==> config.mk <==
export PLATFORM = sky130hd
export DESIGN_NAME = mau_controller
export DESIGN_NICKNAME = d
export VERILOG_FILES = /design/src/rtl/core/mau_pkg.sv /design/src/rtl/core/mau_controller.sv
export SDC_FILE = /design/constraint.sdc
export NUM_CORES = 1
export LEC_CHECK = 0
export BUFFER_PORTS_ARGS = -buffer_cell sky130_fd_sc_hd__clkbuf_2
export CAP_MARGIN = 10
export CORE_MARGIN = 2
export CORE_UTILIZATION = 52
export CTS_BUF_LIST = sky130_fd_sc_hd__clkbuf_8
export DETAILED_ROUTE_END_ITERATION = 8
export PLACE_DENSITY = 0.78
export SLEW_MARGIN = 40
export SYNTH_ARGS = -nofsm -noshare
export SYNTH_HDL_FRONTEND = slang
export SYNTH_SLANG_ARGS = --single-unit
==> constraint.sdc <==
create_clock -name clk -period 1.7 [get_ports clk]
set_clock_uncertainty 0.2 [all_clocks]
set_input_delay 0.255 -clock clk [delete_from_list [all_inputs] [get_ports clk]]
set_output_delay 0.255 -clock clk [all_outputs]
set_load 0.005 [all_outputs]
==> src/rtl/core/mau_pkg.sv <==
// ----------------------------------------------------------------------------
// mau_pkg
// Shared types and constants of the modular arithmetic unit.
// ----------------------------------------------------------------------------
package mau_pkg;

    localparam int RES_W = 31;

    typedef enum logic [3:0] {
        CMD_REDUCE = 4'd0,
        CMD_ADD    = 4'd1,
        CMD_SUB    = 4'd2,
        CMD_MUL    = 4'd3,
        CMD_DIV    = 4'd4,
        CMD_POW    = 4'd5,
        CMD_INV    = 4'd6,
        CMD_NEG    = 4'd7,
        CMD_INC    = 4'd8,
        CMD_DEC    = 4'd9,
        CMD_EQUAL  = 4'd10
    } cmd_t;

    // datapath operations
    typedef enum logic [3:0] {
        OP_NONE,
        OP_LOAD,     // latch item, start reduction of a
        OP_RED_B,    // start reduction of b
        OP_SIMPLE,   // simple commands into result
        OP_MUL,      // start modmul with selected operands
        OP_EUC_INIT, // set up euclid with selected value
        OP_EUC_DIV,  // start division x / y
        OP_EUC_UPD,  // apply quotient
        OP_INV_FIX,  // fold u into 0..m-1
        OP_POW_INIT,
        OP_POW_STEP  // shift exponent
    } op_t;

    typedef enum logic [1:0] {
        MS_ACC_BASE,  // acc * base
        MS_BASE_BASE, // base * base
        MS_A_T,       // a * t
        MS_A_B        // a * b
    } msel_t;

    typedef struct packed {
        op_t   op;
        msel_t msel;
        logic  euc_b; // b residue lands this cycle
        logic  mul_to_acc;
    } dp_cmd_t;

    typedef struct packed {
        logic busy;   // divider running
        logic y_zero;
        logic e_zero;
        logic e_bit;
        logic gcd_one;
    } dp_stat_t;

    typedef enum logic [3:0] {
        ST_IDLE, ST_RED_A, ST_RED_B, ST_DISPATCH, ST_MUL_WAIT, ST_EUC_TEST,
        ST_EUC_WAIT, ST_EUC_DONE, ST_DIV_MUL, ST_MUL_START, ST_POW_TEST,
        ST_POW_SQ, ST_DONE
    } state_t;

endpackage

==> src/rtl/core/mau_controller.sv <==
// ----------------------------------------------------------------------------
// mau_controller
// Sequencer of reduction, multiply, power and euclid steps.
// ----------------------------------------------------------------------------
module mau_controller
    import mau_pkg::*;
(
    input  logic       clk,
    input  logic       rst_n,
    input  logic       in_fire,
    input  logic [3:0] command,
    input  logic       out_free,
    input  dp_stat_t   stat,
    output dp_cmd_t    cmd,
    output logic       idle,
    output logic       done
);
    state_t     state_reg, state_next;
    logic [3:0] cmd_reg, cmd_next;
    logic [1:0] ret_reg, ret_next; // what to do after a multiply
    msel_t      ms_reg, ms_next;

    localparam logic [1:0] RET_OUT = 2'd0, RET_ACC = 2'd1, RET_BASE = 2'd2;

    always_ff @(posedge clk or negedge rst_n)
    begin
        if (!rst_n)
        begin
            state_reg <= ST_IDLE;
            cmd_reg   <= '0;
            ret_reg   <= RET_OUT;
            ms_reg    <= MS_A_B;
        end
        else
        begin
            state_reg <= state_next;
            cmd_reg   <= cmd_next;
            ret_reg   <= ret_next;
            ms_reg    <= ms_next;
        end
    end

    always_comb
    begin
        state_next     = state_reg;
        cmd_next       = cmd_reg;
        ret_next       = ret_reg;
        ms_next        = ms_reg;
        cmd.op         = OP_NONE;
        cmd.msel       = ms_reg;
        cmd.euc_b      = 1'b0;
        cmd.mul_to_acc = 1'b0;
        idle           = 1'b0;
        done           = 1'b0;
        case (state_reg)
            ST_IDLE:
            begin
                idle = 1'b1;
                if (in_fire)
                begin
                    cmd.op     = OP_LOAD;
                    cmd_next   = command;
                    state_next = ST_RED_A;
                end
            end
            ST_RED_A:
                if (!stat.busy)
                begin
                    cmd.op     = OP_RED_B;
                    state_next = ST_RED_B;
                end
            ST_RED_B:
                if (!stat.busy)
                begin
                    // b residue lands here, ahead of the dispatch
                    state_next = ST_DISPATCH;
                    cmd.euc_b  = 1'b1;
                    if (cmd_t'(cmd_reg) == CMD_DIV)
                        cmd.op = OP_EUC_INIT;
                end
            ST_DISPATCH:
            begin
                case (cmd_t'(cmd_reg))
                    CMD_MUL:
                    begin
                        ms_next    = MS_A_B;
                        cmd.msel   = MS_A_B;
                        ret_next   = RET_OUT;
                        state_next = ST_DIV_MUL;
                    end
                    CMD_DIV, CMD_INV:
                    begin
                        if (cmd_t'(cmd_reg) == CMD_INV)
                            cmd.op = OP_EUC_INIT;
                        state_next = ST_EUC_TEST;
                    end
                    CMD_POW:
                    begin
                        cmd.op     = OP_POW_INIT;
                        state_next = ST_POW_TEST;
                    end
                    default:
                    begin
                        cmd.op     = OP_SIMPLE;
                        state_next = ST_DONE;
                    end
                endcase
            end
            // product register loads here from the selected operands
            ST_DIV_MUL:
                state_next = ST_MUL_START;
            ST_MUL_START:
            begin
                cmd.op     = OP_MUL;
                state_next = ST_MUL_WAIT;
            end
            ST_MUL_WAIT:
                if (!stat.busy)
                begin
                    cmd.mul_to_acc = 1'b1;
                    if (ret_reg == RET_OUT)
                    begin
                        cmd.msel   = MS_A_B;
                        state_next = ST_DONE;
                    end
                    else if (ret_reg == RET_ACC)
                    begin
                        cmd.msel   = MS_ACC_BASE;
                        ms_next    = MS_BASE_BASE;
                        ret_next   = RET_BASE;
                        state_next = ST_DIV_MUL;
                    end
                    else
                    begin
                        cmd.msel   = MS_BASE_BASE;
                        cmd.op     = OP_NONE;
                        state_next = ST_POW_SQ;
                    end
                end
            ST_EUC_TEST:
                if (stat.y_zero)
                begin
                    cmd.op     = OP_INV_FIX;
                    state_next = ST_EUC_DONE;
                end
                else
                begin
                    cmd.op     = OP_EUC_DIV;
                    state_next = ST_EUC_WAIT;
                end
            ST_EUC_WAIT:
                if (!stat.busy)
                begin
                    cmd.op     = OP_EUC_UPD;
                    state_next = ST_EUC_TEST;
                end
            ST_EUC_DONE:
            begin
                if (cmd_t'(cmd_reg) == CMD_DIV && stat.gcd_one)
                begin
                    ms_next    = MS_A_T;
                    ret_next   = RET_OUT;
                    state_next = ST_DIV_MUL;
                end
                else
                    state_next = ST_DONE;
            end
            ST_POW_SQ:
            begin
                cmd.op     = OP_POW_STEP;
                state_next = ST_POW_TEST;
            end
            ST_POW_TEST:
            begin
                if (stat.e_zero)
                begin
                    cmd.op     = OP_MUL; // copies acc into result
                    cmd.msel   = MS_ACC_BASE;
                    state_next = ST_DONE;
                end
                else if (stat.e_bit)
                begin
                    ms_next    = MS_ACC_BASE;
                    ret_next   = RET_ACC;
                    state_next = ST_DIV_MUL;
                end
                else
                begin
                    ms_next    = MS_BASE_BASE;
                    ret_next   = RET_BASE;
                    state_next = ST_DIV_MUL;
                end
            end
            ST_DONE:
                if (out_free)
                begin
                    done       = 1'b1;
                    state_next = ST_IDLE;
                end
            default: state_next = ST_IDLE;
        endcase
    end

    assert property (@(posedge clk) disable iff (!rst_n)
        done |-> state_reg == ST_DONE)
        else $error("done outside final state");
    assert property (@(posedge clk) disable iff (!rst_n)
        in_fire |-> state_reg == ST_IDLE)
        else $error("item taken while busy");
    assert property (@(posedge clk) disable iff (!rst_n)
        (state_reg == ST_EUC_WAIT && stat.busy) |=> state_reg == ST_EUC_WAIT)
        else $error("euclid left before division finished");
endmodule

==> results of run 1 <==
==> per-stage QoR <==
stage          std cells  utilization
2_1_floorplan        159            -
3_3_place_gp         235        0.760
3_5_place_dp         235        0.760
==> cell families after synthesis <==
family | Yosys count
simple gates | 75
compound gates | 47
buf+inv | 18
flops | 12
mux | 7
==> Yosys cell counts, types with 3 or more instances <==
master,instances
o21ai_1,8
o21ai_0,8
dfrtp_1,10
nand3_1,5
nor2b_1,6
buf_2,6
nand2b_1,5
mux2i_1,3
nand2_1,19
a21oi_1,10
inv_1,6
buf_4,3
nor2_1,16
clkbuf_1,3
o22ai_1,3
mux2_2,4
nor3_1,3
==> key figures, run 1 <==
Run status
  – Status: did not finish
  – Fail Step: clock tree synthesis (4_1_cts)
  – Tool error: [ERROR DPL-0033] detailed placement checks failed during check placement.

Die
  – Initial Utilization: 0.560
  – # IOs: 23
  – DIE HEIGHT: ~53 um
  – Cell row count: 17
  – DIE WIDTH: 53.3 um

Clocking
  – CTS max path bufs: 2
  – Num CTS Buffers: 3
  – CTS root buf: clkbuf_8
  – CTS sink count: 12
  – CTS resizes: 63
  – Cts hold-fix bufs: 1
  – Post-CTS Setup Inserts: 29
  – CTS H-Tree Depth: 1

Placement
  – Place WS: -241 ps
  – Routability cong.: 0.967
  – Port Buffers: 22
  – Placed instance area: 0.00171 mm^2
  – DP HPWL: 3.10 mm

Yosys
  – Post-Syn Area: 0.00126 mm^2
  – Synth Flop Type: dfrtp_1
  – Syn nets: roughly 170
  – Compound-Gate Fraction of Synth Area: 0.260
  – Synth Instances: 159
  – Multiplexer area fraction after synthesis: 0.0594
  – Yosys cell types: 49
  – Synth top area share: 0.198
  – Synth area leaders: dfrtp_1 (20%), nand2_1 (5.6%), nor2_1 (4.8%)
  – XOR/XNOR share of the synthesized area: 0
  – Post-synth EDFFs: 0
  – Asr flop ratio synth: 1.00
  – Synth Area in Adders: 0
  – Most area-hungry cell type in the Yosys netlist: dfrtp_1
  – Seq cells post-synth: 12
  – Main combinational cell family by area after synthesis: simple AND/OR/NAND/NOR gates
  – Syn Area/Cell: approximately 7.9 um^2
  – Part of the Yosys area used for sequential elements: 0.240
  – Synth warnings: 0
  – Simple-Gate Fraction of Synth Area: 0.372
==> run 2: changes to the inputs <==
--- a/config.mk
+++ b/config.mk
@@ -7,11 +7,10 @@
 export LEC_CHECK = 0
 export BUFFER_PORTS_ARGS = -buffer_cell sky130_fd_sc_hd__clkbuf_2
 export CAP_MARGIN = 10
-export CORE_MARGIN = 2
-export CORE_UTILIZATION = 52
-export CTS_BUF_LIST = sky130_fd_sc_hd__clkbuf_8
+export CORE_AREA = 2 2 63 65
 export DETAILED_ROUTE_END_ITERATION = 8
-export PLACE_DENSITY = 0.78
+export DIE_AREA = 0 0 65 67
+export PLACE_DENSITY_LB_ADDON = 0.15
 export SLEW_MARGIN = 40
 export SYNTH_ARGS = -nofsm -noshare
 export SYNTH_HDL_FRONTEND = slang
==> constraint.sdc (replaced) <==
create_clock -name clk -period 2.21 [get_ports clk]
set_clock_uncertainty 0.2 [all_clocks]
set_input_delay 0.3315 -clock clk [delete_from_list [all_inputs] [get_ports clk]]
set_output_delay 0.3315 -clock clk [all_outputs]
set_load 0.005 [all_outputs]
==> run 2 against run 1 <==
Compared with the run above:
- the flow now finishes, with violations (negative setup slack)
- synthesized cell count is the same
- area after synthesis is the same
==> key figures, run 2 <==
Run status
  – Status: finished, violations left (was did not finish)
  – Failing checks: negative setup slack

Placement
  – Port Buffers: 22 (unchanged)
  – Placed cells: 234 (was 235)
  – Routability cong.: 0.873 (was 0.967)
  – DP HPWL: 2.85 mm (was 3.10 mm)
  – Placed instance area: 0.00152 mm^2 (was 0.00171 mm^2)
  – Place WS: 122 ps (was -241 ps)

Yosys
  – Synth Flop Type: dfrtp_1 (unchanged)
  – Post-synth EDFFs: 0 (unchanged)
  – Synth area leaders: dfrtp_1 (20%), nand2_1 (5.6%), nor2_1 (4.8%) (unchanged)
  – Seq cells post-synth: 12 (unchanged)
  – Most area-hungry cell type in the Yosys netlist: dfrtp_1 (unchanged)
  – Main combinational cell family by area after synthesis: simple AND/OR/NAND/NOR gates (unchanged)
  – XOR/XNOR share of the synthesized area: 0 (unchanged)
  – Synth top cells by count: nand2_1 (19), nor2_1 (16), a21oi_1 (10), dfrtp_1 (10) (unchanged)
  – Synth warnings: 0 (unchanged)
  – Asr flop ratio synth: 1.00 (unchanged)
  – Compound-Gate Fraction of Synth Area: 0.260 (unchanged)
  – Part of the Yosys area used for sequential elements: 0.240 (unchanged)
  – Synth Instances: 159 (unchanged)
  – Count leader, synth: nand2_1 (unchanged)
  – Multiplexer area fraction after synthesis: 0.0594 (unchanged)
  – Synth Area in Adders: 0 (unchanged)
  – Post-Syn Area: 0.00126 mm^2 (unchanged)
  – Syn Area/Cell: 7.95 um^2 (unchanged)
  – Syn nets: 172 (unchanged)
  – Synth top area share: 0.198 (unchanged)
  – Simple-Gate Fraction of Synth Area: 0.372 (unchanged)
  – Yosys cell types: 49 (unchanged)

Worst setup path
  – Reg2reg start: state_reg[1]$_DFFE_PN0P_
  – Largest stage delay, worst path: ~440 ps
  – Setup CP Type: flip-flop to primary output
  – Crit path arrival time: 1760 ps
  – Worst Setup End Kind: primary output
  – R2r setup slk: 10 ps
  – Startpoint Class: flip-flop
  – Worst R2R End: ret_reg[1]$_DFFE_PN0P_
  – Req. time, crit path: about 1700 ps
  – Crit-path cells: buf_6 > nor4b_4 > buf_4 > nand2_2 > o22ai_1 > buf_2
  – R2R depth: 8
  – CP max stage cell: dfrtp_2
  – Crit-path max FO: 4

Worst hold path
  – Hold EP: cmd_reg[2]$_DFFE_PN0P_
  – Hold Path Depth: 2
  – Hold Crit Class: input port to flip-flop
  – Hold_sp: command[2]

Clocking
  – CTS sink count: 12 (unchanged)
  – TritonCTS clock tree: built
  – Num CTS Buffers: 3 (unchanged)
  – Clock transition at the registers of the reported paths: 60 ps
  – CTS H-Tree Depth: 1 (unchanged)
  – CTS root buf: clkbuf_8 (unchanged)
  – CTS max path bufs: 2 (unchanged)
  – Clk Latency, worst-skew pair: 240 ps

Finish
  – Fillers: 334
  – Final cell count without fillers: 257
  – Most common cell after layout, fill and taps aside: buf_4
  – Commonest non-fill, non-tap cells in the layout: buf_4 (27), clkbuf_2 (19), nand2_1 (18), nor2_1 (13), a21oi_1 (9)
  – Ant diodes: 0
  – Finished Cell Area: approximately 0.0019 mm^2
  – Area delta synth->final: 47.2%
  – Final Core Density: 0.516
  – Share of layout cells above drive strength 1: 0.445
  – Nets: approximately 220

STA
  – Final min period: 2290 ps
  – Slew @ Worst Pin: 422 ps
  – RSZ-0062 raised after global routing: true
  – Final Cycle Share: 1.04
  – Setup violation total in the final timing report: 4
  – Fmax: 437 MHz
  – Final hold vios: 0
  – Max-slew violations: 0
  – Slew margin rel.: 0.718
  – Final worst slack: -77.7 ps

Die
  – DIE HEIGHT: 67 um (was 53.3 um)
  – Initial Utilization: 0.350 (was 0.560)
  – Core Footprint: 0.00361 mm^2
  – # IOs: 23 (unchanged)
  – Cell row count: 22 (was 17)
  – Die area: 0.00436 mm^2
  – DIE WIDTH: 65 um (was 53.3 um)

GRT
  – First-pass GRT wire length: 6.17 mm
  – Vias in the first global route: 1307
  – Gr busiest metal: met2
  – Largest net degree at the start of global routing: 21
  – GR Util met1: 0.238
  – Initial antenna violation count: 0
  – Total track usage: 0.185
  – Total gr overflow: 0
  – Met3 GRT Util: 0.0355
  – Met2 Resource Use GR: 0.311

Detailed routing
  – Vias per cell: 5.53
  – Final wirelength: 4.16 mm
  – Pre-Repair DR Iteration Count: 4
  – Drt wl/cell: 16.2 um
  – DRC Markers: 0
  – Antenna-violating nets left: 0
  – 1st-iter DRT viols: 64
  – Total number of vias: 1420

Power
  – Pwr Density: 1270 mW/mm^2
  – Pleak: 0.782 nW
  – Worst IR Drop VDD: roughly 0.5 mV

Job
  – # Max-Cap Violations: 0
run 2: area by class of cell:
| type | count | area [um^2] | share of cell area |
|---|---|---|---|
| tap | 48 | 60.1 | 0.0323 |
| clock buffer | 4 | 55.1 | 0.0296 |
| multi-input combinational | 129 | 948 | 0.510 |
| inverter | 6 | 22.5 | 0.0121 |
| timing repair buffer | 58 | 467 | 0.251 |
| sequential | 12 | 308 | 0.165 |
run 2: timing repair:
item / in CTS / in global routing
endpoints found under the setup margin: 6 / 6
resized for setup: 8 / 18
pin swaps: 2 / 7
hold buffers: 1 / 0
buffers inserted: 3 / 13
endpoints found under the hold margin: 10 / 0
gates cloned: 0 / 2
run 2: routing by layer:
| layer | share of wire | up-vias | wire, um |
|---|---|---|---|
| li1 | - | 692 | - |
| met1 | 0.45 | 678 | 1880 |
| met2 | 0.48 | 41 | 2010 |
| met3 | 0.044 | 9 | 183 |
| met4 | 0.018 | 0 | 76 |
| met5 | 0 | - | 0 |
run 2: cells by family (layout without fill, tap and decap cells):
| family | after synthesis | in the layout |
|---|---|---|
| simple gates | 75 | 75 |
| compound gates | 47 | 47 |
| buf+inv | 18 | 68 |
| flops | 12 | 12 |
| mux | 7 | 7 |
run 2: power breakdown:
group | total [mW] | internal, mW | switching [mW]
clock | 0.247 | 0.158 | 0.0888
combinational | 1.64 | 0.872 | 0.766
sequential | 0.486 | 0.325 | 0.162
run 2: critical path: cells and delay by family, from the launching register on:
family / cells / cell delay [ps]
buf+inv: 3 / 460
flops: 1 / 440
simple gates: 2 / 450
compound gates: 1 / 160
run 2: worst max path at each step:
stage	cells past startpoint	from	slack [ps]	endpoint
after floorplan	5	state_reg[3]$_DFFE_PN0P_	280	cmd[6]
after global placement	6	state_reg[0]$_DFFE_PN0P_	160	cmd[2]
after detailed placement	5	state_reg[2]$_DFFE_PN0P_	120	cmd[6]
after CTS	6	state_reg[0]$_DFFE_PN0P_	-50	cmd[6]
after global routing	6	state_reg[1]$_DFFE_PN0P_	-120	cmd[2]
final	6	state_reg[1]$_DFFE_PN0P_	-80	cmd[3]
run 2: metrics by stage:
step                hold slack (ps)  total power [mW]  TNS, ps
finish                          117              2.37     -157
global route                    127              2.52     -502
CTS                             115              2.05    -74.3
detailed placement             49.1              1.72        0
global placement               49.6              1.72        0
floorplan                      -164              1.29        0
Note: power is estimated with default switching activity, not from simulation.
==> run 3: changes to the inputs <==
--- a/config.mk
+++ b/config.mk
@@ -7,6 +7,8 @@
 export LEC_CHECK = 0
 export BUFFER_PORTS_ARGS = -buffer_cell sky130_fd_sc_hd__clkbuf_2
 export CAP_MARGIN = 10
+export CELL_PAD_IN_SITES_DETAIL_PLACEMENT = 0
+export CELL_PAD_IN_SITES_GLOBAL_PLACEMENT = 1
 export CORE_AREA = 2 2 63 65
 export DETAILED_ROUTE_END_ITERATION = 8
 export DIE_AREA = 0 0 65 67
==> run 3 against run 2 <==
Compared with the run above:
- the run still ends with negative setup slack left
- worst setup slack better by 57 ps
- clock-buffer cell count unchanged
- utilization down 2.8 points
- global-route usage up 1.3 points
- register-to-register slack better by 90 ps
==> key figures, run 3 (same netlist as run 2, synthesis figures left out) <==
STA
  – Final hold vios: 0 (unchanged)
  – Slew margin rel.: 0.749 (was 0.718)
  – Final Cycle Share: 1.01 (was 1.04)
  – Final worst slack: -20.3 ps (was -77.7 ps)
  – Max-slew violations: 0 (unchanged)
  – Final min period: 2230 ps (was 2290 ps)
  – Fmax: 448 MHz (was 437 MHz)
  – RSZ-0062 raised after global routing: true (unchanged)
  – Setup violation total in the final timing report: 2 (was 4)
  – Slew @ Worst Pin: 376 ps (was 422 ps)

GRT
  – Total track usage: 0.199 (was 0.185)
  – Largest net degree at the start of global routing: 15 (was 21)
  – Vias in the first global route: 1316 (was 1307)
  – First-pass GRT wire length: 6.53 mm (was 6.17 mm)
  – Initial antenna violation count: 0 (unchanged)
  – Total gr overflow: 0 (unchanged)

Detailed routing
  – DRC Markers: 0 (unchanged)
  – Drt wl/cell: 16.2 um (about the same)
  – Antenna-violating nets left: 0 (unchanged)
  – Pre-Repair DR Iteration Count: 4 (unchanged)
  – Vias per cell: 5.61 (was 5.53)
  – Total number of vias: 1424 (was 1420)
  – Final wirelength: 4.11 mm (was 4.16 mm)
  – 1st-iter DRT viols: 91 (was 64)

Job
  – # Max-Cap Violations: 0 (unchanged)

Clocking
  – CTS root buf: clkbuf_8 (unchanged)
  – TritonCTS clock tree: built (unchanged)
  – Clock transition at the registers of the reported paths: 60 ps (about the same)
  – Num CTS Buffers: 3 (unchanged)
  – CTS sink count: 12 (unchanged)
  – CTS max path bufs: 2 (unchanged)
  – CTS H-Tree Depth: 1 (unchanged)
  – Clk Latency, worst-skew pair: 250 ps (was 240 ps)

Worst setup path
  – Crit-path max FO: 5 (was 4)
  – CP top delay family: simple AND/OR/NAND/NOR gates (was buffers and inverters)
  – Buf/Inv on CP: 2 (was 3)
  – Crit path arrival time: 1700 ps (was 1760 ps)
  – Req. time, crit path: 1680 ps (about the same)
  – CP max stage cell: dfrtp_2 (unchanged)
  – Crit-path cells: buf_6 > nor4b_4 > nand2_1 > o22ai_2 > buf_2 (was buf_6 > nor4b_4 > buf_4 > nand2_2 > o22ai_1 > buf_2)
  – Startpoint Class: flip-flop (unchanged)
  – Setup CP Type: flip-flop to primary output (unchanged)
  – Worst Setup End Kind: primary output (unchanged)
  – Largest stage delay, worst path: 430 ps (was 440 ps)

Worst hold path
  – Hold Crit Class: input port to flip-flop (unchanged)

Placement
  – Routability cong.: 0.847 (was 0.873)
  – Port Buffers: 22 (unchanged)
  – DP HPWL: 2.91 mm (was 2.85 mm)

Power
  – Pwr Density: 1250 mW/mm^2 (was 1270 mW/mm^2)
  – Pleak: 0.734 nW (was 0.782 nW)
  – Worst IR Drop VDD: 0.565 mV (was 0.506 mV)
  – Total power: 2.20 mW (was 2.37 mW)

Finish
  – Area delta synth->final: 39.2% (was 47.2%)
  – Ant diodes: 0 (unchanged)
  – Nets: 220 (was 223)
  – Most common cell after layout, fill and taps aside: buf_4 (unchanged)
  – Commonest non-fill, non-tap cells in the layout: buf_4 (28), clkbuf_2 (21), nand2_1 (19), nor2_1 (13), a21oi_1 (10) (was buf_4 (27), clkbuf_2 (19), nand2_1 (18), nor2_1 (13), a21oi_1 (9))
  – Share of layout cells above drive strength 1: 0.447 (was 0.445)
  – Final Core Density: 0.488 (was 0.516)

Die
  – Cell row count: 22 (unchanged)
  – # IOs: 23 (unchanged)
  – DIE HEIGHT: 67 um (unchanged)
  – DIE WIDTH: 65 um (unchanged)
  – Die area: 0.00436 mm^2 (unchanged)
  – Core Footprint: 0.00361 mm^2 (unchanged)
  – Initial Utilization: 0.350 (unchanged)

Run status
  – Status: finished, violations left (unchanged)
  – Failing checks: negative setup slack (unchanged)
-- run 3: cell types whose count changed in the layout (fill, tap and decap cells not counted), sizes merged --
cell,previous run,this run
buf,36,33
-- run 3: through the flow --
| stage | area, um^2 | setup slack (ps) | setup TNS, ps | instances | hold slack, ps |
|---|---|---|---|---|---|
| 6_report | 1760 | -20.3 | -28.6 | 254 | 104 |
| 5_1_grt | 1760 | -87.9 | -251 | 254 | 115 |
| 4_1_cts | 1640 | -31.3 | -86.1 | 246 | 103 |
| 3_5_place_dp | 1510 | 153 | 0 | 235 | 59.8 |
| 3_3_place_gp | 1510 | 149 | 0 | 235 | 59.5 |
| 2_1_floorplan | 1260 | 279 | 0 | 159 | -164 |
-- run 3: path summary, 6_finish.rpt --
kind	start	endpoint	slack (ps)	cells past startpoint
setup / recovery	state_reg[1]$_DFFE_PN0P_	cmd[3]	-20	5
hold / removal	out_free	state_reg[3]$_DFFE_PN0P_	100	2
setup reg to reg	state_reg[0]$_DFFE_PN0P_	ret_reg[0]$_DFFE_PN0P_	100	7
hold reg to reg	ms_reg[1]$_DFFE_PN1P_	ms_reg[1]$_DFFE_PN1P_	320	1
max in group asynchronous	rst_n	ms_reg[1]$_DFFE_PN1P_	1170	2
min in group asynchronous	rst_n	state_reg[0]$_DFFE_PN0P_	320	2
-- run 3: what timing repair did --
item,CTS,global route
endpoints found under the hold margin,10,0
pin swaps,6,4
setup endpoints to repair,6,8
gates resized for setup,12,17
hold buffers,1,0
buffers inserted,6,8
-- run 3: routing by layer --
metal | global-route usage | part of all wire | vias up
met5 | 0 | 0 | -
met4 | 0.0665 | 0.017 | 0
li1 | - | - | 681
met1 | 0.263 | 0.46 | 688
met2 | 0.329 | 0.48 | 47
met3 | 0.0304 | 0.043 | 8
-- run 3: layout make-up --
cell class | count | area (um^2)
repair buffers | 55 | 375
fillers | 359 | 1850
multi-input cells | 129 | 947
well taps | 48 | 60.1
clock buffers | 4 | 45.0
inverters | 6 | 22.5
flip-flops and latches | 12 | 309
-- run 3: power by group --
group | leakage, nW | internal [mW] | total, mW | switching, mW
Clock | 0.0228 | 0.128 | 0.222 | 0.0944
Combinational | 0.571 | 0.763 | 1.51 | 0.746
Sequential | 0.141 | 0.327 | 0.472 | 0.145
Total | 0.734 | 1.22 | 2.20 | 0.986
==> run 4: changes to the inputs <==
--- a/config.mk
+++ b/config.mk
@@ -5,6 +5,7 @@
 export SDC_FILE = /design/constraint.sdc
 export NUM_CORES = 1
 export LEC_CHECK = 0
+export ABC_CLOCK_PERIOD_IN_PS = 2210
 export BUFFER_PORTS_ARGS = -buffer_cell sky130_fd_sc_hd__clkbuf_2
 export CAP_MARGIN = 10
 export CELL_PAD_IN_SITES_DETAIL_PLACEMENT = 0
@@ -12,7 +13,8 @@
 export CORE_AREA = 2 2 63 65
 export DETAILED_ROUTE_END_ITERATION = 8
 export DIE_AREA = 0 0 65 67
-export PLACE_DENSITY_LB_ADDON = 0.15
+export PLACE_DENSITY = 0.74
+export RECOVER_POWER = 100
 export SLEW_MARGIN = 40
 export SYNTH_ARGS = -nofsm -noshare
 export SYNTH_HDL_FRONTEND = slang
==> run 4 against run 3 <==
Compared with the run above:
- the flow now finishes without violations
- clock-buffer cell count unchanged
- via count decreased by 0.56%
- non-clock buffer count increased by 1
- worst setup slack improved by 33 ps
- power decreased by 3.1%
- final cell count increased by 0.39%
- fmax increased by 1.5%
- critical path type unchanged
- largest power group unchanged
==> key figures, run 4 (same netlist as run 2, synthesis figures left out) <==
Run status
  – Status: finished, final reports clean (was finished, violations left)

GRT
  – First-pass GRT wire length: 6.38 mm (was 6.53 mm)
  – GR Util met1: 0.246 (was 0.263)
  – Met2 Resource Use GR: 0.321 (was 0.329)
  – Met3 GRT Util: 0.0321 (was 0.0304)
  – Gr busiest metal: met2 (unchanged)
  – Total track usage: 0.188 (was 0.199)
  – Total gr overflow: 0 (unchanged)
  – Largest net degree at the start of global routing: 14 (was 15)
  – Vias in the first global route: 1312 (was 1316)
  – Initial antenna violation count: 0 (unchanged)

Placement
  – Port Buffers: 22 (unchanged)
  – DP HPWL: 2.77 mm (was 2.91 mm)
  – Routability cong.: 0.875 (was 0.847)

Die
  – Die area: 0.00436 mm^2 (unchanged)
  – # IOs: 23 (unchanged)
  – DIE WIDTH: 65 um (unchanged)
  – Cell row count: 22 (unchanged)
  – DIE HEIGHT: 67 um (unchanged)
  – Core Footprint: 0.00361 mm^2 (unchanged)
  – Initial Utilization: 0.350 (unchanged)

STA
  – Setup violation total in the final timing report: 0 (was 2)
  – Max-slew violations: 0 (unchanged)
  – Slew @ Worst Pin: 750 ps (was 376 ps)
  – Final Cycle Share: 0.994 (was 1.01)
  – Final min period: 2200 ps (was 2230 ps)
  – RSZ-0062 raised after global routing: true (unchanged)
  – Fmax: 455 MHz (was 448 MHz)
  – Slew margin rel.: 0.500 (was 0.749)
  – Worst hold margin: 113 ps (was 104 ps)
  – Final hold vios: 0 (unchanged)

Power
  – Switching share of power: 0.444 (was 0.448)
  – Comb pwr share: 0.675 (was 0.685)
  – Sequential share of power: 0.224 (was 0.214)
  – Int Pwr: 1.19 mW (was 1.22 mW)
  – Clk pwr share: 0.101 (about the same)
  – Net switching power: 0.947 mW (was 0.986 mW)
  – Pleak: 0.722 nW (was 0.734 nW)
  – Pwr Density: 1240 mW/mm^2 (was 1250 mW/mm^2)
  – Worst IR Drop VDD: 0.544 mV (was 0.565 mV)

Clocking
  – Clk Latency, worst-skew pair: 240 ps (was 250 ps)
  – CTS sink count: 12 (unchanged)
  – CTS H-Tree Depth: 1 (unchanged)
  – Num CTS Buffers: 3 (unchanged)
  – CTS root buf: clkbuf_8 (unchanged)
  – CTS max path bufs: 2 (unchanged)
  – Clock transition at the registers of the reported paths: 60 ps (about the same)
  – TritonCTS clock tree: built (unchanged)

Worst hold path
  – Hold Crit Class: input port to flip-flop (unchanged)
  – Hold EP: cmd_reg[2]$_DFFE_PN0P_ (was state_reg[3]$_DFFE_PN0P_)
  – Hold Path Depth: 2 (unchanged)
  – Hold_sp: command[2] (was out_free)

Detailed routing
  – DRC Markers: 0 (unchanged)
  – Drt wl/cell: 15.4 um (was 16.2 um)
  – 1st-iter DRT viols: 69 (was 91)
  – Pre-Repair DR Iteration Count: 5 (was 4)
  – Final wirelength: 3.94 mm (was 4.11 mm)
  – Vias per cell: 5.55 (was 5.61)
  – Antenna-violating nets left: 0 (unchanged)
  – Total number of vias: 1416 (was 1424)

Worst setup path
  – R2R depth: 7 (unchanged)
  – Setup CP Type: flip-flop to primary output (unchanged)
  – Reg2reg start: state_reg[0]$_DFFE_PN0P_ (unchanged)
  – Worst R2R End: ret_reg[1]$_DFFE_PN0P_ (was ret_reg[0]$_DFFE_PN0P_)
  – CP max stage cell: dfrtp_2 (unchanged)
  – Crit path arrival time: 1670 ps (was 1700 ps)
  – Req. time, crit path: 1680 ps (about the same)
  – CP top delay family: simple AND/OR/NAND/NOR gates (unchanged)
  – R2r setup slk: 120 ps (was 100 ps)
  – Worst Setup End Kind: primary output (unchanged)
  – Crit-path max FO: 7 (was 5)
  – Buf/Inv on CP: 1 (was 2)
  – Largest stage delay, worst path: 450 ps (was 430 ps)
  – Crit-path cells: nand2b_4 > nor4_4 > mux2i_1 > o211ai_1 > buf_2 (was buf_6 > nor4b_4 > nand2_1 > o22ai_2 > buf_2)
  – Startpoint Class: flip-flop (unchanged)

Finish
  – Share of layout cells above drive strength 1: 0.411 (was 0.447)
  – Multi-input combinational cell area: 930 um^2 (was 947 um^2)
  – Most common cell after layout, fill and taps aside: buf_4 (unchanged)
  – Commonest non-fill, non-tap cells in the layout: buf_4 (30), nand2_1 (19), clkbuf_2 (19), nor2_1 (14), a21oi_1 (10) (was buf_4 (28), clkbuf_2 (21), nand2_1 (19), nor2_1 (13), a21oi_1 (10))
  – Reg area: 310 um^2 (was 309 um^2)
  – Nets: 221 (was 220)
  – Ant diodes: 0 (unchanged)
  – Final Core Density: 0.479 (was 0.488)
  – Fillers: 367 (was 359)
  – Area delta synth->final: 36.7% (was 39.2%)

Job
  – # Max-Cap Violations: 0 (unchanged)
[run 4: cell types whose count changed in the layout (fill, tap and decap cells not counted), sizes merged]
cell and delta:
clkbuf +1
[run 4: area by class of cell]
type	count	area share
clock buffers	4	0.0261
well taps	48	0.0348
flip-flops and latches	12	0.180
repair buffers	56	0.209
inverters	6	0.0130
multi-input cells	129	0.538
[run 4: repair_timing]
action / CTS / global route
cloned: 0 / 0
gates resized for setup: 9 / 11
pin swaps: 2 / 5
endpoints found under the setup margin: 5 / 7
hold endpoints to repair: 10 / 0
hold buffers: 1 / 0
buffers inserted: 6 / 10
[run 4: per-stage QoR]
step | setup slack (ps) | std cells | setup TNS, ps | cell area (um^2) | total power, mW
after global routing | -142 | 255 | -319 | 1730 | 2.30
after global placement | 170 | 234 | 0 | 1500 | 1.65
after CTS | 2.37 | 245 | 0 | 1630 | 1.98
after floorplan | 279 | 159 | 0 | 1260 | 1.29
final | 12.5 | 255 | 0 | 1730 | 2.13
after detailed placement | 101 | 234 | 0 | 1500 | 1.67
[run 4: power groups by stage]
stage | clock network (mW) | logic (mW) | registers, mW
CTS | 0.222 | 1.28 | 0.486
global placement | 0 | 1.17 | 0.481
floorplan | 0 | 0.892 | 0.399
finish | 0.216 | 1.44 | 0.478
detailed placement | 0 | 1.17 | 0.493
global route | 0.231 | 1.57 | 0.499
[run 4: per-layer routing]
| metal | vias up | routed length, um |
|---|---|---|
| met2 | 48 | 1930 |
| met1 | 681 | 1740 |
| met5 | - | 0 |
| met3 | 2 | 251 |
| met4 | 0 | 13 |
| li1 | 685 | - |
[run 4: how the worst max path moves through the flow]
stage                                         from      to  cells past startpoint
after floorplan           state_reg[3]$_DFFE_PN0P_  cmd[6]                      5
after global placement    state_reg[3]$_DFFE_PN0P_  cmd[5]                      6
after detailed placement  state_reg[2]$_DFFE_PN0P_  cmd[2]                      6
after CTS                 state_reg[3]$_DFFE_PN0P_  cmd[2]                      6
after global routing      state_reg[0]$_DFFE_PN0P_  cmd[6]                      5
final                     state_reg[0]$_DFFE_PN0P_  cmd[6]                      5
